**config.mk**
```make
export PLATFORM = sky130hd
export DESIGN_NAME = sensor_frame_deframer
export DESIGN_NICKNAME = d
export VERILOG_FILES = /design/src/design/sfd_pkg.sv /design/src/design/sensor_frame_deframer.sv
export SDC_FILE = /design/constraint.sdc
export NUM_CORES = 1
export LEC_CHECK = 0
export BUFFER_PORTS_ARGS = -buffer_cell sky130_fd_sc_hd__clkbuf_2
export CAP_MARGIN = 5
export CORE_MARGIN = 4
export CORE_UTILIZATION = 50
export CTS_CLUSTER_DIAMETER = 40
export DETAILED_ROUTE_END_ITERATION = 12
export GPL_TIMING_DRIVEN = 1
export PLACE_DENSITY = 0.71
export SLEW_MARGIN = 0
export SYNTH_ARGS = -nofsm -noshare
export SYNTH_HDL_FRONTEND = slang
export SYNTH_SLANG_ARGS = --single-unit
```
**constraint.sdc**
```tcl
create_clock -name clk -period 7.01 [get_ports clk]
set_input_delay 0.701 -clock clk [delete_from_list [all_inputs] [get_ports clk]]
set_output_delay 0.701 -clock clk [all_outputs]
set_load 0.03 [all_outputs]
```
**src/design/sfd_pkg.sv**
```systemverilog
// Package for the sensor frame deframer: types, widths and reset constants.
`timescale 1ns / 1ps

package sfd_pkg;

    // Default largest payload a frame may declare
    localparam int unsigned PAYLOAD_MAX_DEFAULT = 16;

    // Field widths
    localparam int unsigned BYTE_W     = 8;
    localparam int unsigned KIND_W     = 2;
    localparam int unsigned INDEX_W    = 4;
    localparam int unsigned PLEN_W     = 5;
    localparam int unsigned CFG_IDX_W  = 2;
    localparam int unsigned TDATA_IN_W = 8;
    localparam int unsigned TDATA_W    = 40;

    // Register reset values
    localparam logic [BYTE_W-1:0] HEADER_FIRST_RST   = 8'h53;
    localparam logic [BYTE_W-1:0] HEADER_SECOND_RST  = 8'h59;
    localparam logic [BYTE_W-1:0] TRAILER_FIRST_RST  = 8'h54;
    localparam logic [BYTE_W-1:0] TRAILER_SECOND_RST = 8'h43;

    // Configuration register indexes
    typedef enum logic [CFG_IDX_W-1:0] {
        CFG_HEADER_FIRST   = 2'd0,
        CFG_HEADER_SECOND  = 2'd1,
        CFG_TRAILER_FIRST  = 2'd2,
        CFG_TRAILER_SECOND = 2'd3
    } cfg_index_t;

    // Result kinds
    typedef enum logic [KIND_W-1:0] {
        KIND_PAYLOAD  = 2'd0,
        KIND_SUM_GOOD = 2'd1,
        KIND_SUM_BAD  = 2'd2,
        KIND_COMPLETE = 2'd3
    } kind_t;

    // Parser states
    typedef enum logic [3:0] {
        ST_HUNT  = 4'd0,
        ST_HDR2  = 4'd1,
        ST_CTRL  = 4'd2,
        ST_CMD   = 4'd3,
        ST_LENHI = 4'd4,
        ST_LENLO = 4'd5,
        ST_DATA  = 4'd6,
        ST_SUM   = 4'd7,
        ST_TRL1  = 4'd8,
        ST_TRL2  = 4'd9
    } parse_state_t;

endpackage

```
**src/design/sensor_frame_deframer.sv**
```systemverilog
// Top level of the sensor frame deframer: byte stream in, frame events out.
`timescale 1ns / 1ps

// Channel   Direction  Width         Contents
// s_axis    in         tdata 8       rx_byte
// m_axis    out        tdata 40      frame fields, tuser 2 = kind
// cfg       in         index 2, 8    header/trailer match bytes
//
// One byte is taken per cycle while the output is not stalled; a byte is
// registered on transfer and parsed once the output slot is free, its result
// (if any) landing in the output register.
// A stalled output holds the parser; the input register takes a byte only
// while it is empty or being parsed, so one byte at most waits behind a held result.
// rst_n clears parser state and restores the default match bytes.

module sensor_frame_deframer #(
    parameter int unsigned PAYLOAD_MAX = sfd_pkg::PAYLOAD_MAX_DEFAULT
) (
    input  logic                            clk,
    input  logic                            rst_n,
    // Input stream
    input  logic                            s_tvalid,
    output logic                            s_tready,
    input  logic [sfd_pkg::TDATA_IN_W-1:0]  s_tdata,   // [7:0] rx_byte
    // Output stream
    output logic                            m_tvalid,
    input  logic                            m_tready,
    output logic [sfd_pkg::TDATA_W-1:0]     m_tdata,   // [7:0] control_word,
                                                       // [15:8] command_word,
                                                       // [19:16] byte_index,
                                                       // [27:20] payload_byte,
                                                       // [32:28] payload_length,
                                                       // [39:33] zero
    output logic [sfd_pkg::KIND_W-1:0]      m_tuser,   // [1:0] kind
    // Configuration write port
    input  logic                            cfg_we,
    input  logic [sfd_pkg::CFG_IDX_W-1:0]   cfg_index,
    input  logic [sfd_pkg::BYTE_W-1:0]      cfg_data
);

    import sfd_pkg::*;

    localparam int unsigned LEN_W = $clog2(PAYLOAD_MAX + 1);
    localparam logic [15:0] LEN_LIMIT = 16'(PAYLOAD_MAX);

    // Configuration registers
    logic [BYTE_W-1:0] header_first_reg;
    logic [BYTE_W-1:0] header_second_reg;
    logic [BYTE_W-1:0] trailer_first_reg;
    logic [BYTE_W-1:0] trailer_second_reg;

    // Input register
    logic              in_valid_reg;
    logic [BYTE_W-1:0] in_byte_reg;

    // Parser state
    parse_state_t      state_reg, state_next;
    logic [BYTE_W-1:0] sum_reg, sum_next;
    logic [BYTE_W-1:0] control_reg, control_next;
    logic [BYTE_W-1:0] command_reg, command_next;
    logic [BYTE_W-1:0] len_hi_reg, len_hi_next;
    logic [LEN_W-1:0]  length_reg, length_next;
    logic [LEN_W-1:0]  seen_reg, seen_next;

    // Output register
    logic               out_valid_reg;
    kind_t              out_kind_reg;
    logic [BYTE_W-1:0]  out_control_reg;
    logic [BYTE_W-1:0]  out_command_reg;
    logic [INDEX_W-1:0] out_index_reg;
    logic [BYTE_W-1:0]  out_byte_reg;
    logic [PLEN_W-1:0]  out_length_reg;

    // Result of the current byte
    logic               emit;
    kind_t              emit_kind;
    logic [INDEX_W-1:0] emit_index;
    logic [BYTE_W-1:0]  emit_byte;

    logic        advance;
    logic [15:0] len_full;
    logic [15:0] length_wide;
    logic [15:0] seen_wide;
    logic [LEN_W-1:0] seen_inc;

    // Handshake: parse when a byte waits and the output slot frees up
    assign advance  = in_valid_reg && (!out_valid_reg || m_tready);
    assign s_tready = !in_valid_reg || advance;

    assign len_full    = {len_hi_reg, in_byte_reg};
    assign length_wide = 16'(length_reg);
    assign seen_wide   = 16'(seen_reg);
    assign seen_inc    = seen_reg + LEN_W'(1);

    // Configuration writes
    always_ff @(posedge clk or negedge rst_n)
    begin
        if (!rst_n)
        begin
            header_first_reg   <= HEADER_FIRST_RST;
            header_second_reg  <= HEADER_SECOND_RST;
            trailer_first_reg  <= TRAILER_FIRST_RST;
            trailer_second_reg <= TRAILER_SECOND_RST;
        end
        else if (cfg_we)
        begin
            unique case (cfg_index_t'(cfg_index))
                CFG_HEADER_FIRST:   header_first_reg   <= cfg_data;
                CFG_HEADER_SECOND:  header_second_reg  <= cfg_data;
                CFG_TRAILER_FIRST:  trailer_first_reg  <= cfg_data;
                CFG_TRAILER_SECOND: trailer_second_reg <= cfg_data;
                default: ;
            endcase
        end
    end

    // Input register
    always_ff @(posedge clk or negedge rst_n)
    begin
        if (!rst_n)
        begin
            in_valid_reg <= 1'b0;
        end
        else if (s_tready)
        begin
            in_valid_reg <= s_tvalid;
        end
    end

    always_ff @(posedge clk)
    begin
        if (s_tready && s_tvalid)
        begin
            in_byte_reg <= s_tdata;
        end
    end

    // Parser next state and result
    always_comb
    begin
        state_next   = ST_HUNT;
        sum_next     = sum_reg;
        control_next = control_reg;
        command_next = command_reg;
        len_hi_next  = len_hi_reg;
        length_next  = length_reg;
        seen_next    = seen_reg;
        emit         = 1'b0;
        emit_kind    = KIND_PAYLOAD;
        emit_index   = '0;
        emit_byte    = '0;

        unique case (state_reg)
            ST_HDR2:
            begin
                if (in_byte_reg == header_second_reg)
                begin
                    sum_next   = sum_reg + in_byte_reg;
                    state_next = ST_CTRL;
                end
            end
            ST_CTRL:
            begin
                control_next = in_byte_reg;
                sum_next     = sum_reg + in_byte_reg;
                state_next   = ST_CMD;
            end
            ST_CMD:
            begin
                command_next = in_byte_reg;
                sum_next     = sum_reg + in_byte_reg;
                state_next   = ST_LENHI;
            end
            ST_LENHI:
            begin
                len_hi_next = in_byte_reg;
                sum_next    = sum_reg + in_byte_reg;
                state_next  = ST_LENLO;
            end
            ST_LENLO:
            begin
                sum_next  = sum_reg + in_byte_reg;
                seen_next = '0;
                // Oversize frames are dropped; the length register takes the low bits either way
                length_next = len_full[LEN_W-1:0];
                if (len_full > LEN_LIMIT)
                begin
                    state_next = ST_HUNT;
                end
                else if (len_full == 16'd0)
                begin
                    state_next = ST_SUM;
                end
                else
                begin
                    state_next = ST_DATA;
                end
            end
            ST_DATA:
            begin
                sum_next   = sum_reg + in_byte_reg;
                emit       = 1'b1;
                emit_kind  = KIND_PAYLOAD;
                emit_index = seen_wide[INDEX_W-1:0];
                emit_byte  = in_byte_reg;
                seen_next  = seen_inc;
                state_next = (seen_inc >= length_reg) ? ST_SUM : ST_DATA;
            end
            ST_SUM:
            begin
                emit = 1'b1;
                if (in_byte_reg == sum_reg)
                begin
                    emit_kind  = KIND_SUM_GOOD;
                    state_next = ST_TRL1;
                end
                else
                begin
                    emit_kind  = KIND_SUM_BAD;
                    state_next = ST_HUNT;
                end
            end
            ST_TRL1:
            begin
                state_next = (in_byte_reg == trailer_first_reg) ? ST_TRL2 : ST_HUNT;
            end
            ST_TRL2:
            begin
                if (in_byte_reg == trailer_second_reg)
                begin
                    emit      = 1'b1;
                    emit_kind = KIND_COMPLETE;
                end
            end
            default:
            begin
                // Hunting, and any unused code
                if (in_byte_reg == header_first_reg)
                begin
                    sum_next   = in_byte_reg;
                    state_next = ST_HDR2;
                end
            end
        endcase
    end

    // Parser state registers
    always_ff @(posedge clk or negedge rst_n)
    begin
        if (!rst_n)
        begin
            state_reg   <= ST_HUNT;
            sum_reg     <= '0;
            control_reg <= '0;
            command_reg <= '0;
            len_hi_reg  <= '0;
            length_reg  <= '0;
            seen_reg    <= '0;
        end
        else if (advance)
        begin
            state_reg   <= state_next;
            sum_reg     <= sum_next;
            control_reg <= control_next;
            command_reg <= command_next;
            len_hi_reg  <= len_hi_next;
            length_reg  <= length_next;
            seen_reg    <= seen_next;
        end
    end

    // Output register: valid control
    always_ff @(posedge clk or negedge rst_n)
    begin
        if (!rst_n)
        begin
            out_valid_reg <= 1'b0;
        end
        else if (advance)
        begin
            out_valid_reg <= emit;
        end
        else if (m_tready)
        begin
            out_valid_reg <= 1'b0;
        end
    end

    // Output register: payload
    always_ff @(posedge clk)
    begin
        if (advance && emit)
        begin
            out_kind_reg    <= emit_kind;
            out_control_reg <= control_reg;
            out_command_reg <= command_reg;
            out_index_reg   <= emit_index;
            out_byte_reg    <= emit_byte;
            out_length_reg  <= length_wide[PLEN_W-1:0];
        end
    end

    assign m_tvalid = out_valid_reg;
    assign m_tuser  = out_kind_reg;
    assign m_tdata  = {7'd0, out_length_reg, out_byte_reg, out_index_reg,
                       out_command_reg, out_control_reg};

endmodule
```
# Word-level counts from Yosys, hierarchy flattened
# Index checks and enable logic that the tools add are counted.
word_totals:
  regBits: 123
  input_bits: 23
  output_inout_bits: 44
  word_cells: 87
op_classes:
  add_sub_neg: 2
  order_cmp: 2
  eq_ne: 18
  n_mux: 19
  bitwise: 1
  n_reduce_logical: 25
ops:
  columns: ["cell", "n"]
  rows:
  - ["$eq 8x8->1", 5]
  - ["$pmux 4 s9", 1]
  - ["$pmux 8 s3", 1]
  - ["$reduce_and 2->1", 9]
  - ["$eq 4x3->1 const B", 4]
  - ["$gt 16x5->1 const B", 1]
  - ["$logic_not 16->1", 1]
  - ["$mux 8", 2]
  - ["$pmux 5 s2", 1]
  - ["$add 8x8->8", 1]
  - ["$eq 4x2->1 const B", 2]
  - ["$eq 4x4->1 const B", 2]
  - ["$mux 4", 2]
  - ["$mux 1", 6]
  - ["$mux 2", 3]
  - ["$add 5x1->5 const B", 1]
  - ["$ge 5x5->1", 1]
  - ["$reduce_or 5->1", 1]
  - ["$eq 2x2->1 const B", 2]
  - ["$eq 4x1->1 const B", 1]
  - ["$pmux 2 s2", 1]
  - ["$reduce_and 4->1", 1]
  - ["$reduce_bool 2->1", 2]
  - ["$logic_and 1x1->1", 3]
  - ["11 further kinds", 13]

# Longest topological paths before layout
# Gate-level depths: netlist of the first run.
depth:
  ltp_word: 5
  mapped_depth: 9
  depth_no_buf: 9

# Worst setup path after synthesis of the first run
# No wires, ideal clock.
synth_path:
  path_kind: "register to register"
  startpoint: "register in_byte_reg[4]"
  endpoint: "register out_kind_reg[0], in the netlist m_tuser[0], enable pin"
  setup_time_ns: 0.390
  t_arrival_ns: 2.543
  required_time_ns: 6.620
  slack_ns: 4.077
  stages_incl_launch_ff: 8
  path_cell_list: "edfxtp_1 -> buf_2 -> xor2_1 -> nor4_1 -> nand4_1 -> or4_1 -> a21o_1 -> inv_1"
synth_via:
  elab_chain_len: 4
synth_rtl:
  columns: ["element", "line", "source"]
  rows:
  - ["from (decl)", "sensor_frame_deframer.sv:54", "logic [BYTE_W-1:0] in_byte_reg;"]
  - ["from (signal assigned)", "sensor_frame_deframer.sv:134", "in_byte_reg <= s_tdata;"]
  - ["$eq 8x8->1", "sensor_frame_deframer.sv:229", "if (in_byte_reg == trailer_second_reg)"]
  - ["$mux 1", "sensor_frame_deframer.sv:229", null]
  - ["$pmux 1 s2", "sensor_frame_deframer.sv:153", "unique case (state_reg)"]
  - ["$logic_and 1x1->1", "sensor_frame_deframer.sv:292", "if (advance && emit)"]
  - ["to (signal assigned)", "sensor_frame_deframer.sv:294", "out_kind_reg <= emit_kind;"]
  - ["to (decl)", "sensor_frame_deframer.sv:67", "kind_t out_kind_reg;"]
# No other way between the ends.
# A chain may end at the register's enable or synchronous reset.

# Worst setup path in the final report of the first run
layout_path:
  startpoint: "register in_byte_reg[4]"
  endpoint: "register out_byte_reg[6], enable pin"
layout_via:
  elab_chain_len: 4
layout_rtl:
  columns: ["element", "line", "source"]
  rows:
  - ["$eq 8x8->1", "sensor_frame_deframer.sv:229", null]
  - ["$mux 1", "sensor_frame_deframer.sv:229", null]
  - ["$pmux 1 s2", "sensor_frame_deframer.sv:153", null]
  - ["$logic_and 1x1->1", "sensor_frame_deframer.sv:292", null]
  - ["to (signal assigned)", "sensor_frame_deframer.sv:298", "out_byte_reg <= emit_byte;"]
  - ["to (decl)", "sensor_frame_deframer.sv:71", "logic [BYTE_W-1:0] out_byte_reg;"]
# No other way between the ends.

==> summary.md, run 1 <==
| Metric | Value |
|---|---|
| Status | `complete, no violations` |
| Nets@finish | `534` |
| Worst-Margin Slew | `~1.1 ns` |
| DR WL/cell | `17.9 um` |
| Setup TNS | `0 ns` |
| Tcrit/Tclk final | `approximately two fifths` |
| Routed vias/inst | `5.60` |
| Remaining Overflow, GRT | `0` |
| Main synth FF type | `dfrtp_1` |
| Simple-gate portion of the synthesized area | `9.69%` |
| Area of the core | `10900 um^2` |
| Drt pass-1 iters | `4` |
| Final ANT Viol Nets | `0` |
| Detail Placement HPWL | `7750 um` |
| Worst-path clk slew | `0.06 ns` |
| Initial Utilization | `around half` |
| Crit path time final | `just under 3 ns` |
| Synth Warn # | `0` |
| Max-slew violations | `0` |
| Leakage | `between 2 and 3 nW` |
| Critical Path RT | `7.07 ns` |
| Max_cap viols | `0` |
| EDFF count, synth | `43` |
| Placer Congestion | `0.824` |
| Crit path DAT | `2.99 ns` |
| Hold Crit Class | `input port to async pin` |
| Share of post-route cells with drive strength above 1 | `32.9%` |
| Worst setup margin | `between 4 and 5 ns` |
| Setup CP Type | `flop to flop` |
| Avg Inst Size Synth | `13.0 um^2` |
| First DRT Iteration DRCs | `180` |
| Endpoints failing hold | `0` |
| Met2 Resource Use GR | `31.1%` |
| Antenna cells | `0` |
| Setup bufs post-CTS | `0` |
| Post-CTS sizing | `0` |
| # rows | `38` |
| Cell Area, Synth | `5660 um^2` |
| Crit path max fanout | `35` |
| Root Driver | `clkbuf_16` |
| Pin count of the biggest net entering global routing | `81` |
| Post-synthesis mux area share | `11.7%` |
| Pwr per Cell Area | `326 nW/um^2` |
| H-tree depth | `4` |
| Clk_lat worst skew | `approximately 0.41 ns` |
| CTS tree | `built` |
| Synth Register Bits | `123` |
| First-pass GRT wire length | `19100 um` |
| GR Util met1 | `24.3%` |
| Fill count | `865` |
| Final WL | `approximately 12000 um` |
| Finished Core Util | `60.6%` |
| Commonest non-fill, non-tap cells in the layout | `dfrtp_1 (66), mux2_2 (58), clkbuf_2 (58), edfxtp_1 (43), xor2_1 (30)` |
| Synth Instances | `435` |
| Post-synth ARST share | `65.0%` |
| Clock buffer depth | `2` |
| Layout area overhead | `17.2%` |
| Nature of the critical path startpoint | `flop` |
| Post-synthesis sequential area ratio | `58.5%` |
| Complex-gate fraction of the synthesized area | `8.10%` |
| Clock skew | `roughly 0.0087 ns` |
| Fmax | `between 300 and 400 MHz` |
| Port buffer count | `59` |
| Number of global-route vias before repair | `3786` |
| Setup violators final | `0` |
| Pre-CTS WS | `4.09 ns` |
| GRT Util Overall | `a little under a fifth` |
| Largest family of logic cells by synthesized area | `multiplexers` |
| FF-to-FF Start | `in_byte_reg[4]` |
| Distinct cells, synth | `50` |
| Die X-Extent | `between 100 and 150 um` |
| Total power | `about 2.2 mW` |
| Initial antenna violation count | `0` |
| Unrepaired setup endpoints after global routing | `false` |
| Crit end category | `flop` |
| DIE AREA | `13100 um^2` |
| Total CTS buffers | `17` |
| DRC Markers | `0` |
| Post-CTS Hold Buffers | `0` |
| Routing usage on met3 | `4.49%` |
| Gr busiest metal | `met2` |
| Die H | `114 um` |
| Rel. slew slack | `around a quarter` |
| Clock Sinks | `123` |
| Routed via count | `3637` |
| # IOs | `67` |
| CP Launch Point | `in_byte_reg[4]` |
| Adder-cell area share of the yosys netlist | `3.23%` |
| Maximum VDD drop | `0.160 mV` |
| Synth Area in XOR/XNOR | `about 5.6%` |
| Most common cell after layout, fill and taps aside | `dfrtp_1` |
-- final cells by class --
type / instances / area (um^2) / share of cell area [%]
repair buffers: 61 / 313 / 4.72
flip-flops and latches: 123 / 3310 / 49.9
clock buffers: 17 / 425 / 6.42
well taps: 140 / 175 / 2.64
multi-input cells: 284 / 2190 / 33.1
inverters: 10 / 37.5 / 0.566
clock inverters: 15 / 176 / 2.66
-- critical path, cell delays in order (launching register included) --
cell      delay, ns
edfxtp_1       0.68
xor2_1         0.27
nor4_1         0.28
nand4_1        0.14
or4_1          0.58
a21o_1         0.20
inv_1          0.05
buf_4          0.36
-- power by group --
part	internal (mW)	switching (mW)
Combinational	0.170	0.194
Sequential	0.833	0.0799
Clock	0.538	0.348
-- metrics by stage --
stage / instance area, um^2 / hold WS, ns / cells
floorplan: 5680 / 0.405 / 441
global placement: 6030 / 0.430 / 618
detailed placement: 6030 / 0.434 / 618
CTS: 6630 / 0.450 / 650
global route: 6630 / 0.454 / 650
finish: 6630 / 0.446 / 650
-- Yosys cell counts, types with 7 or more instances --
master / instances / share of area [%]
nor4_1: 10 / 1.1
xor2_1: 30 / 4.6
buf_2: 8 / 0.71
dfrtp_1: 66 / 29
clkbuf_1: 7 / 0.46
mux2_2: 58 / 12
o21ai_0: 17 / 1.5
ha_1: 13 / 2.9
dfstp_2: 14 / 6.5
edfxtp_1: 43 / 23
buf_4: 8 / 1.1
nand3_1: 9 / 0.80
a21oi_1: 12 / 1.1
nor2_1: 17 / 1.1
inv_1: 10 / 0.66
nor3_1: 11 / 0.97
nand2_1: 14 / 0.93
and2_1: 14 / 1.5
-- worst paths after layout --
kind	to	slack, ns	cells past startpoint
worst max-delay path	out_byte_reg[6]	4.08	7
max in group asynchronous	trailer_first_reg[1]	5.86	1
worst min register to register	out_command_reg[2]	0.45	0
worst min-delay path	command_reg[3]	0.45	1
worst max register to register	out_byte_reg[6]	4.08	7
min in group clk	out_command_reg[2]	0.45	0
-- cells by family (layout without fill, tap and decap cells) --
family | count (synthesis) | after routing
buf+inv | 34 | 103
mux | 59 | 59
fa+ha+maj | 14 | 14
simple gates | 100 | 100
compound gates | 68 | 68
other cells | 1 | 7
flops | 123 | 123
xor+xnor | 36 | 36
-- routing by layer --
layer	wire (um)	part of all wire (%)
met1	5240	45
met2	5710	49
met3	482	4.1
met4	235	2.0
met5	0	0
Note: power is estimated with default switching activity, not from simulation.
==> run 2, diff against run 1 <==
- ABC_AREA: default -> 1
- clock period: 7.01 -> 2.7 ns (I/O delays scaled with it)
==> run 2 against run 1 <==
Effect of this change: the run now ends with negative hold slack left; total power rose to 2.8 times the previous value; synthesized area up 4.9%; wire length up 15%; largest power group unchanged; setup slack worse by 3.6 ns; combinational power rose to 3.4 times the previous value; flip-flop and latch count unchanged; clock power rose to 2.7 times the previous value; largest cell class unchanged; first-iteration DRC count up 100%; maximum frequency up 32%; clock skew up 0.0062 ns; critical path depth up 2.
==> summary.md, run 2 <==
| Metric | Value |
|---|---|
| Crit path time final | `2.22 ns (was 2.93 ns)` |
| Setup violators final | `0 (unchanged)` |
| Nature of the critical path startpoint | `flop (unchanged)` |
| Maximum VDD drop | `0.437 mV (was 0.160 mV)` |
| Post-synth ARST share | `65.0% (unchanged)` |
| Distinct cells, synth | `33 (was 50)` |
| Synth area leader | `dfrtp_1 (unchanged)` |
| Cell Area, Synth | `5940 um^2 (was 5660 um^2)` |
| Share of post-route cells with drive strength above 1 | `16.3% (was 32.9%)` |
| Total CTS buffers | `17 (unchanged)` |
| Initial antenna violation count | `0 (unchanged)` |
| Crit-path slowest cell | `edfxtp_1 (unchanged)` |
| Max_cap viols | `0 (unchanged)` |
| Count leader, synth | `nand2_1 (was dfrtp_1)` |
| Setup bufs post-CTS | `0 (unchanged)` |
| CP cell instances | `inv_1, or2_2, nand4_1, nor2_1, nand2_1, nand2_1, nand2_1, inv_1, buf_4 (was xor2_1, nor4_1, nand4_1, or4_1, a21o_1, inv_1, buf_4)` |
| Final ANT Viol Nets | `0 (unchanged)` |
| Max-slew violations | `0 (unchanged)` |
| Synth Register Bits | `123 (unchanged)` |
| Drt pass-1 iters | `7 (was 4)` |
| Reg2Reg Setup Slack | `0.48 ns (was 4.08 ns)` |
| CTS tree | `built (unchanged)` |
| Detail Placement HPWL | `9770 um (was 7750 um)` |
| H-tree depth | `4 (unchanged)` |
| First-pass GRT wire length | `22000 um (was 19100 um)` |
| Leakage | `3.41 nW (was 2.80 nW)` |
| Slowest stage delay, CP | `0.53 ns (was 0.68 ns)` |
| Post-CTS Hold Buffers | `0 (unchanged)` |
| Unrepaired setup endpoints after global routing | `false (unchanged)` |
| Avg Inst Size Synth | `8.89 um^2 (was 13.0 um^2)` |
| FF-to-FF Start | `in_byte_reg[4] (unchanged)` |
| Number of global-route vias before repair | `4452 (was 3786)` |
| # IOs | `67 (unchanged)` |
| Final WL | `13400 um (was 11700 um)` |
| WHS | `-0.00496 ns (was 0.446 ns)` |
| DRC Markers | `0 (unchanged)` |
| Clock buffer depth | `2 (unchanged)` |
| Most common cell after layout, fill and taps aside | `nand2_1 (was dfrtp_1)` |
| Worst setup margin | `0.477 ns (was 4.08 ns)` |
| Die H | `117 um (was 114 um)` |
| Post-CTS sizing | `0 (unchanged)` |
| Area of the core | `11500 um^2 (was 10900 um^2)` |
| Die X-Extent | `117 um (was 114 um)` |
| Total power | `6.03 mW (was 2.16 mW)` |
| Synth Instances | `668 (was 435)` |
| Remaining Overflow, GRT | `0 (unchanged)` |
| Violated checks | `negative hold slack` |
| Clock skew | `0.0149 ns (was 0.00868 ns)` |
| Clk_lat worst skew | `0.42 ns (was 0.41 ns)` |
| Nets@finish | `766 (was 534)` |
| Routed vias/inst | `5.15 (was 5.60)` |
| DIE AREA | `13700 um^2 (was 13100 um^2)` |
| Commonest non-fill, non-tap cells in the layout | `nand2_1 (205), o21ai_0 (77), inv_1 (68), dfrtp_1 (66), nor2_1 (59) (was dfrtp_1 (66), mux2_2 (58), clkbuf_2 (58), edfxtp_1 (43), xor2_1 (30))` |
| Clock Sinks | `123 (unchanged)` |
| Crit end category | `flop (unchanged)` |
| Setup TNS | `0 ns (unchanged)` |
| Top cell type's share of synthesized area | `27.8% (was 29.2%)` |
| DR WL/cell | `15.1 um (was 17.9 um)` |
| R2R Path End | `out_control_reg[4] (was out_byte_reg[6])` |
| Hold Crit Class | `input port to async pin (unchanged)` |
| Worst-Margin Slew | `1.04 ns (was 1.12 ns)` |
| Pre-CTS WS | `0.476 ns (was 4.09 ns)` |
| First DRT Iteration DRCs | `362 (was 180)` |
| Tcrit/Tclk final | `82.3% (was 41.8%)` |
| Rel. slew slack | `30.6% (was 24.9%)` |
| Worst r2r path cells | `9 (was 7)` |
| Root Driver | `clkbuf_16 (unchanged)` |
| Most numerous cell on the critical path | `nand2_1` |
| Multi-input logic area | `2230 um^2 (was 2190 um^2)` |
| Worst-path clk slew | `0.06 ns (about the same)` |
| GRT Util Overall | `21.4% (was 19.1%)` |
| Fmax | `450 MHz (was 341 MHz)` |
| Fill count | `1006 (was 865)` |
| Crit path max fanout | `35 (unchanged)` |
| Post-synthesis sequential area ratio | `55.8% (was 58.5%)` |
| Synth area leaders | `dfrtp_1 (28%), edfxtp_1 (22%), nand2_1 (13%) (was dfrtp_1 (29%), edfxtp_1 (23%), mux2_2 (12%))` |
| Routed via count | `4555 (was 3637)` |
| Placer Congestion | `0.871 (was 0.824)` |
| Reg area | `3310 um^2 (unchanged)` |
| Layout area overhead | `16.7% (was 17.2%)` |
| Pin count of the biggest net entering global routing | `81 (unchanged)` |
| Pwr per Cell Area | `871 nW/um^2 (was 326 nW/um^2)` |
| # rows | `39 (was 38)` |
| Port buffer count | `59 (unchanged)` |
| Antenna cells | `0 (unchanged)` |
| Top cells by count, synth | `nand2_1 (205), o21ai_0 (77), inv_1 (68), dfrtp_1 (66), nor2_1 (59) (was dfrtp_1 (66), mux2_2 (58), edfxtp_1 (43), xor2_1 (30))` |
| Crit path DAT | `2.28 ns (was 2.99 ns)` |
| Synth Warn # | `0 (unchanged)` |
| Critical Path RT | `2.76 ns (was 7.07 ns)` |
| EDFF count, synth | `43 (unchanged)` |
| Main synth FF type | `dfrtp_1 (unchanged)` |
| Setup CP Type | `flop to flop (unchanged)` |
| Initial Utilization | `51.5% (was 51.7%)` |
| Status | `finished, violations left (was complete, no violations)` |
| Endpoints failing hold | `3 (was 0)` |
==> run 2: cell families after synthesis <==
group | share of synthesized area, %
other cells | 0.0632
fa+ha+maj | 3.08
buf+inv | 7.06
xor+xnor | 4.28
simple gates | 22.0
flops | 55.8
compound gates | 7.78
==> run 2: worst max-delay path by stage <==
| stage | from | end | slack [ns] |
|---|---|---|---|
| CTS | in_byte_reg[4] | out_control_reg[6] | 0.46 |
| floorplan | in_byte_reg[4] | m_tuser[0] | 0.48 |
| detailed placement | in_byte_reg[4] | out_control_reg[6] | 0.48 |
| finish | in_byte_reg[4] | out_control_reg[4] | 0.48 |
| global route | in_byte_reg[1] | out_control_reg[4] | 0.24 |
| global placement | in_byte_reg[4] | out_control_reg[4] | 0.56 |
==> run 2: through the flow <==
stage | area (um^2) | util (%) | instances
after CTS | 6930 | 60.2 | 885
after detailed placement | 6300 | 54.7 | 853
final | 6930 | 60.2 | 885
after global placement | 6300 | 54.7 | 853
after global routing | 6930 | 60.2 | 885
after floorplan | 5960 | - | 674
==> run 2: per-layer routing <==
| metal | global-route usage, % | part of all wire [%] | vias to the layer above |
|---|---|---|---|
| met1 | 27.1 | 45 | 2132 |
| met4 | 7.95 | 1.7 | 0 |
| met2 | 35.2 | 48 | 142 |
| met5 | 0 | 0 | - |
| met3 | 5.86 | 5.4 | 22 |
| li1 | - | - | 2259 |
==> run 2: final cells by class <==
cell class                 count  share of cell area (%)
tap                          143                    2.58
sequential                   123                    47.8
multi-input combinational    454                    32.2
inverter                      73                    3.96
clock inverter                 5                    1.08
clock buffer                  27                    8.02
timing repair buffer          60                    4.41
==> run 2: critical path, delay by kind of cell (launching register included) <==
| family | cells | cell delay (ns) |
|---|---|---|
| AND/OR/NAND/NOR | 6 | 0.57 |
| flip-flops | 1 | 0.53 |
| buffers and inverters | 3 | 0.75 |
==> run 2: report_power, final <==
part | internal [mW] | leakage (nW) | switching (mW) | total (mW)
sequential | 2.22 | 1.46 | 0.218 | 2.44
clock | 1.59 | 0.314 | 0.776 | 2.36
combinational | 0.455 | 1.63 | 0.771 | 1.23
==> run 3, diff against run 2 <==
- ABC_AREA: 1 -> 0
- clock period: 2.7 -> 2.3 ns (I/O delays scaled with it)
==> run 3 against run 2 <==
Effect of this change: the run now ends clean; clock-buffer cell count is 10 lower; sequential share of layout area fell by 1.2 points; setup slack worse by 0.43 ns; via count fell by 16%; cell count shrank 21%; maximum frequency fell by 1.5%; design area up 2.5%; total power is 10% higher; clock power up 9.3%; die area is 4.4% lower; combinational power rose by 9.8%; critical path type unchanged.
==> summary.md, run 3 (synthesis results as in run 1) <==
| Metric | Value |
|---|---|
| Initial antenna violation count | `0 (unchanged)` |
| Detailed route wirelength on metal2 | `6310 um (was 6450 um)` |
| Setup TNS | `0 ns (unchanged)` |
| Endpoints failing hold | `0 (was 3)` |
| Max-slew violations | `0 (unchanged)` |
| Setup violators final | `0 (unchanged)` |
| Crit end category | `flop (unchanged)` |
| Status | `complete, no violations (was finished, violations left)` |
| Setup CP Type | `flop to flop (unchanged)` |
| Pwr per Cell Area | `935 nW/um^2 (was 871 nW/um^2)` |
| First-pass GRT wire length | `20000 um (was 22000 um)` |
| Detail Placement HPWL | `8770 um (was 9770 um)` |
| CTS tree | `built (unchanged)` |
| Placed Cells | `656 (was 853)` |
| Fmax | `443 MHz (was 450 MHz)` |
| Crit path time final | `2.26 ns (was 2.22 ns)` |
| Port buffer count | `59 (unchanged)` |
| Fill count | `822 (was 1006)` |
| Number of global-route vias before repair | `3872 (was 4452)` |
| Worst-path clk slew | `0.05 ns (was 0.06 ns)` |
| DRC Markers | `0 (unchanged)` |
| Hold_sp | `s_tdata[0]` |
| DR WL/cell | `17.9 um (was 15.1 um)` |
| DIE AREA | `13100 um^2 (was 13700 um^2)` |
| Multi-input logic area | `2250 um^2 (was 2230 um^2)` |
| Nature of the critical path startpoint | `flop (unchanged)` |
| First DRT Iteration DRCs | `336 (was 362)` |
| Reg2Reg Setup Slack | `0.04 ns (was 0.48 ns)` |
| Drt pass-1 iters | `4 (was 7)` |
| Rel. slew slack | `51.2% (was 30.6%)` |
| Leakage | `3.02 nW (was 3.41 nW)` |
| Most common cell after layout, fill and taps aside | `dfrtp_1 (was nand2_1)` |
| Clock skew | `0.00922 ns (was 0.0149 ns)` |
| Met3 wire len | `512 um (was 727 um)` |
| Fin cells | `698 (was 885)` |
| Share of post-route cells with drive strength above 1 | `39.2% (was 16.3%)` |
| Crit path DAT | `2.38 ns (was 2.28 ns)` |
| Worst setup margin | `0.0438 ns (was 0.477 ns)` |
| Hold Crit Class | `input port to flop (was input port to async pin)` |
| Layout area overhead | `25.6% (was 16.7%)` |
| Pre-CTS WS | `0.0144 ns (was 0.476 ns)` |
| Die H | `114 um (was 117 um)` |
| FF-to-FF Start | `in_byte_reg[5] (was in_byte_reg[4])` |
| Clock Sinks | `123 (unchanged)` |
| CP Launch Point | `in_byte_reg[5] (was in_byte_reg[4])` |
| Worst-Margin Slew | `0.725 ns (was 1.04 ns)` |
| # IOs | `67 (unchanged)` |
| Nets@finish | `582 (was 766)` |
| Remaining Overflow, GRT | `0 (unchanged)` |
| Initial Utilization | `51.7% (was 51.5%)` |
| Area of the core | `10900 um^2 (was 11500 um^2)` |
| Total CTS buffers | `17 (unchanged)` |
| Final ANT Viol Nets | `0 (unchanged)` |
| Unrepaired setup endpoints after global routing | `true (was false)` |
| Critical Path RT | `2.42 ns (was 2.76 ns)` |
| Clock buffer depth | `2 (unchanged)` |
| GRT Util Overall | `19.9% (was 21.4%)` |
| Routed vias/inst | `5.50 (was 5.15)` |
| Uppermost layer routed | `met4 (unchanged)` |
| # rows | `38 (was 39)` |
| Pin count of the biggest net entering global routing | `42 (was 81)` |
| Die X-Extent | `114 um (was 117 um)` |
| Tcrit/Tclk final | `98.1% (was 82.3%)` |
| H-tree depth | `4 (unchanged)` |
| Maximum VDD drop | `0.477 mV (was 0.437 mV)` |
| Crit path max fanout | `14 (was 35)` |
| Commonest non-fill, non-tap cells in the layout | `dfrtp_1 (66), mux2_2 (58), clkbuf_2 (58), edfxtp_1 (43), buf_4 (39) (was nand2_1 (205), o21ai_0 (77), inv_1 (68), dfrtp_1 (66), nor2_1 (59))` |
| Placer Congestion | `0.847 (was 0.871)` |
| Antenna cells | `0 (unchanged)` |
| Routed via count | `3836 (was 4555)` |
| Max_cap viols | `0 (unchanged)` |
| M1 WL | `5280 um (was 6000 um)` |
| Clk_lat worst skew | `0.41 ns (was 0.42 ns)` |
| Final WL | `12500 um (was 13400 um)` |
| Reg area | `3310 um^2 (unchanged)` |
| Root Driver | `clkbuf_16 (unchanged)` |
## run 3: worst max-delay path, cell delays in order (launching register included)
cell	delay, ns
edfxtp_1	0.42
xor2_1	0.18
nor4_1	0.29
nand4_1	0.12
or4_4	0.44
a21o_1	0.21
clkinvlp_4	0.14
clkbuf_16	0.18
## run 3: timing repair
item	CTS	global route
hold endpoints to repair	30	1
gates resized for setup	0	16
hold buffers	6	1
setup endpoints to repair	0	52
buffers inserted	0	2
## run 3: power breakdown
part	total (mW)	leakage (nW)	internal (mW)	switching, mW
clock	2.58	0.273	1.59	0.987
sequential	2.72	1.34	2.54	0.179
combinational	1.35	1.41	0.641	0.710
## run 3: cell type report
cell class	count	share of cell area, %
clock buffer	17	5.99
clock inverter	15	2.08
inverter	10	0.581
multi-input combinational	284	31.7
sequential	123	46.6
tap	140	2.47
timing repair buffer	109	10.5
## run 3: path summary, 6_finish.rpt
path	depth (start not counted)	endpoint
max	7	out_command_reg[4]
min	1	in_byte_reg[0]
max reg2reg	7	out_command_reg[4]
min reg2reg	0	out_control_reg[6]
max in group asynchronous	3	len_hi_reg[3]
min in group asynchronous	2	trailer_first_reg[7]
## run 3: stage by stage
stage / hold slack, ns / utilization, % / total power [mW] / cell area (um^2)
detailed placement: 0.253 / 58.1 / 4.04 / 6360
finish: 0.0122 / 65.0 / 6.65 / 7100
global placement: 0.254 / 58.1 / 3.98 / 6360
floorplan: -0.0656 / - / 3.64 / 5700
global route: 0.0103 / 65.0 / 6.97 / 7100
CTS: 0.00147 / 63.9 / 6.62 / 6990
## run 3: routing by layer
layer	GRT usage (%)	up-vias
li1	-	1797
met3	3.91	28
met1	25.5	1918
met5	0	-
met4	8.79	0
met2	33.1	93
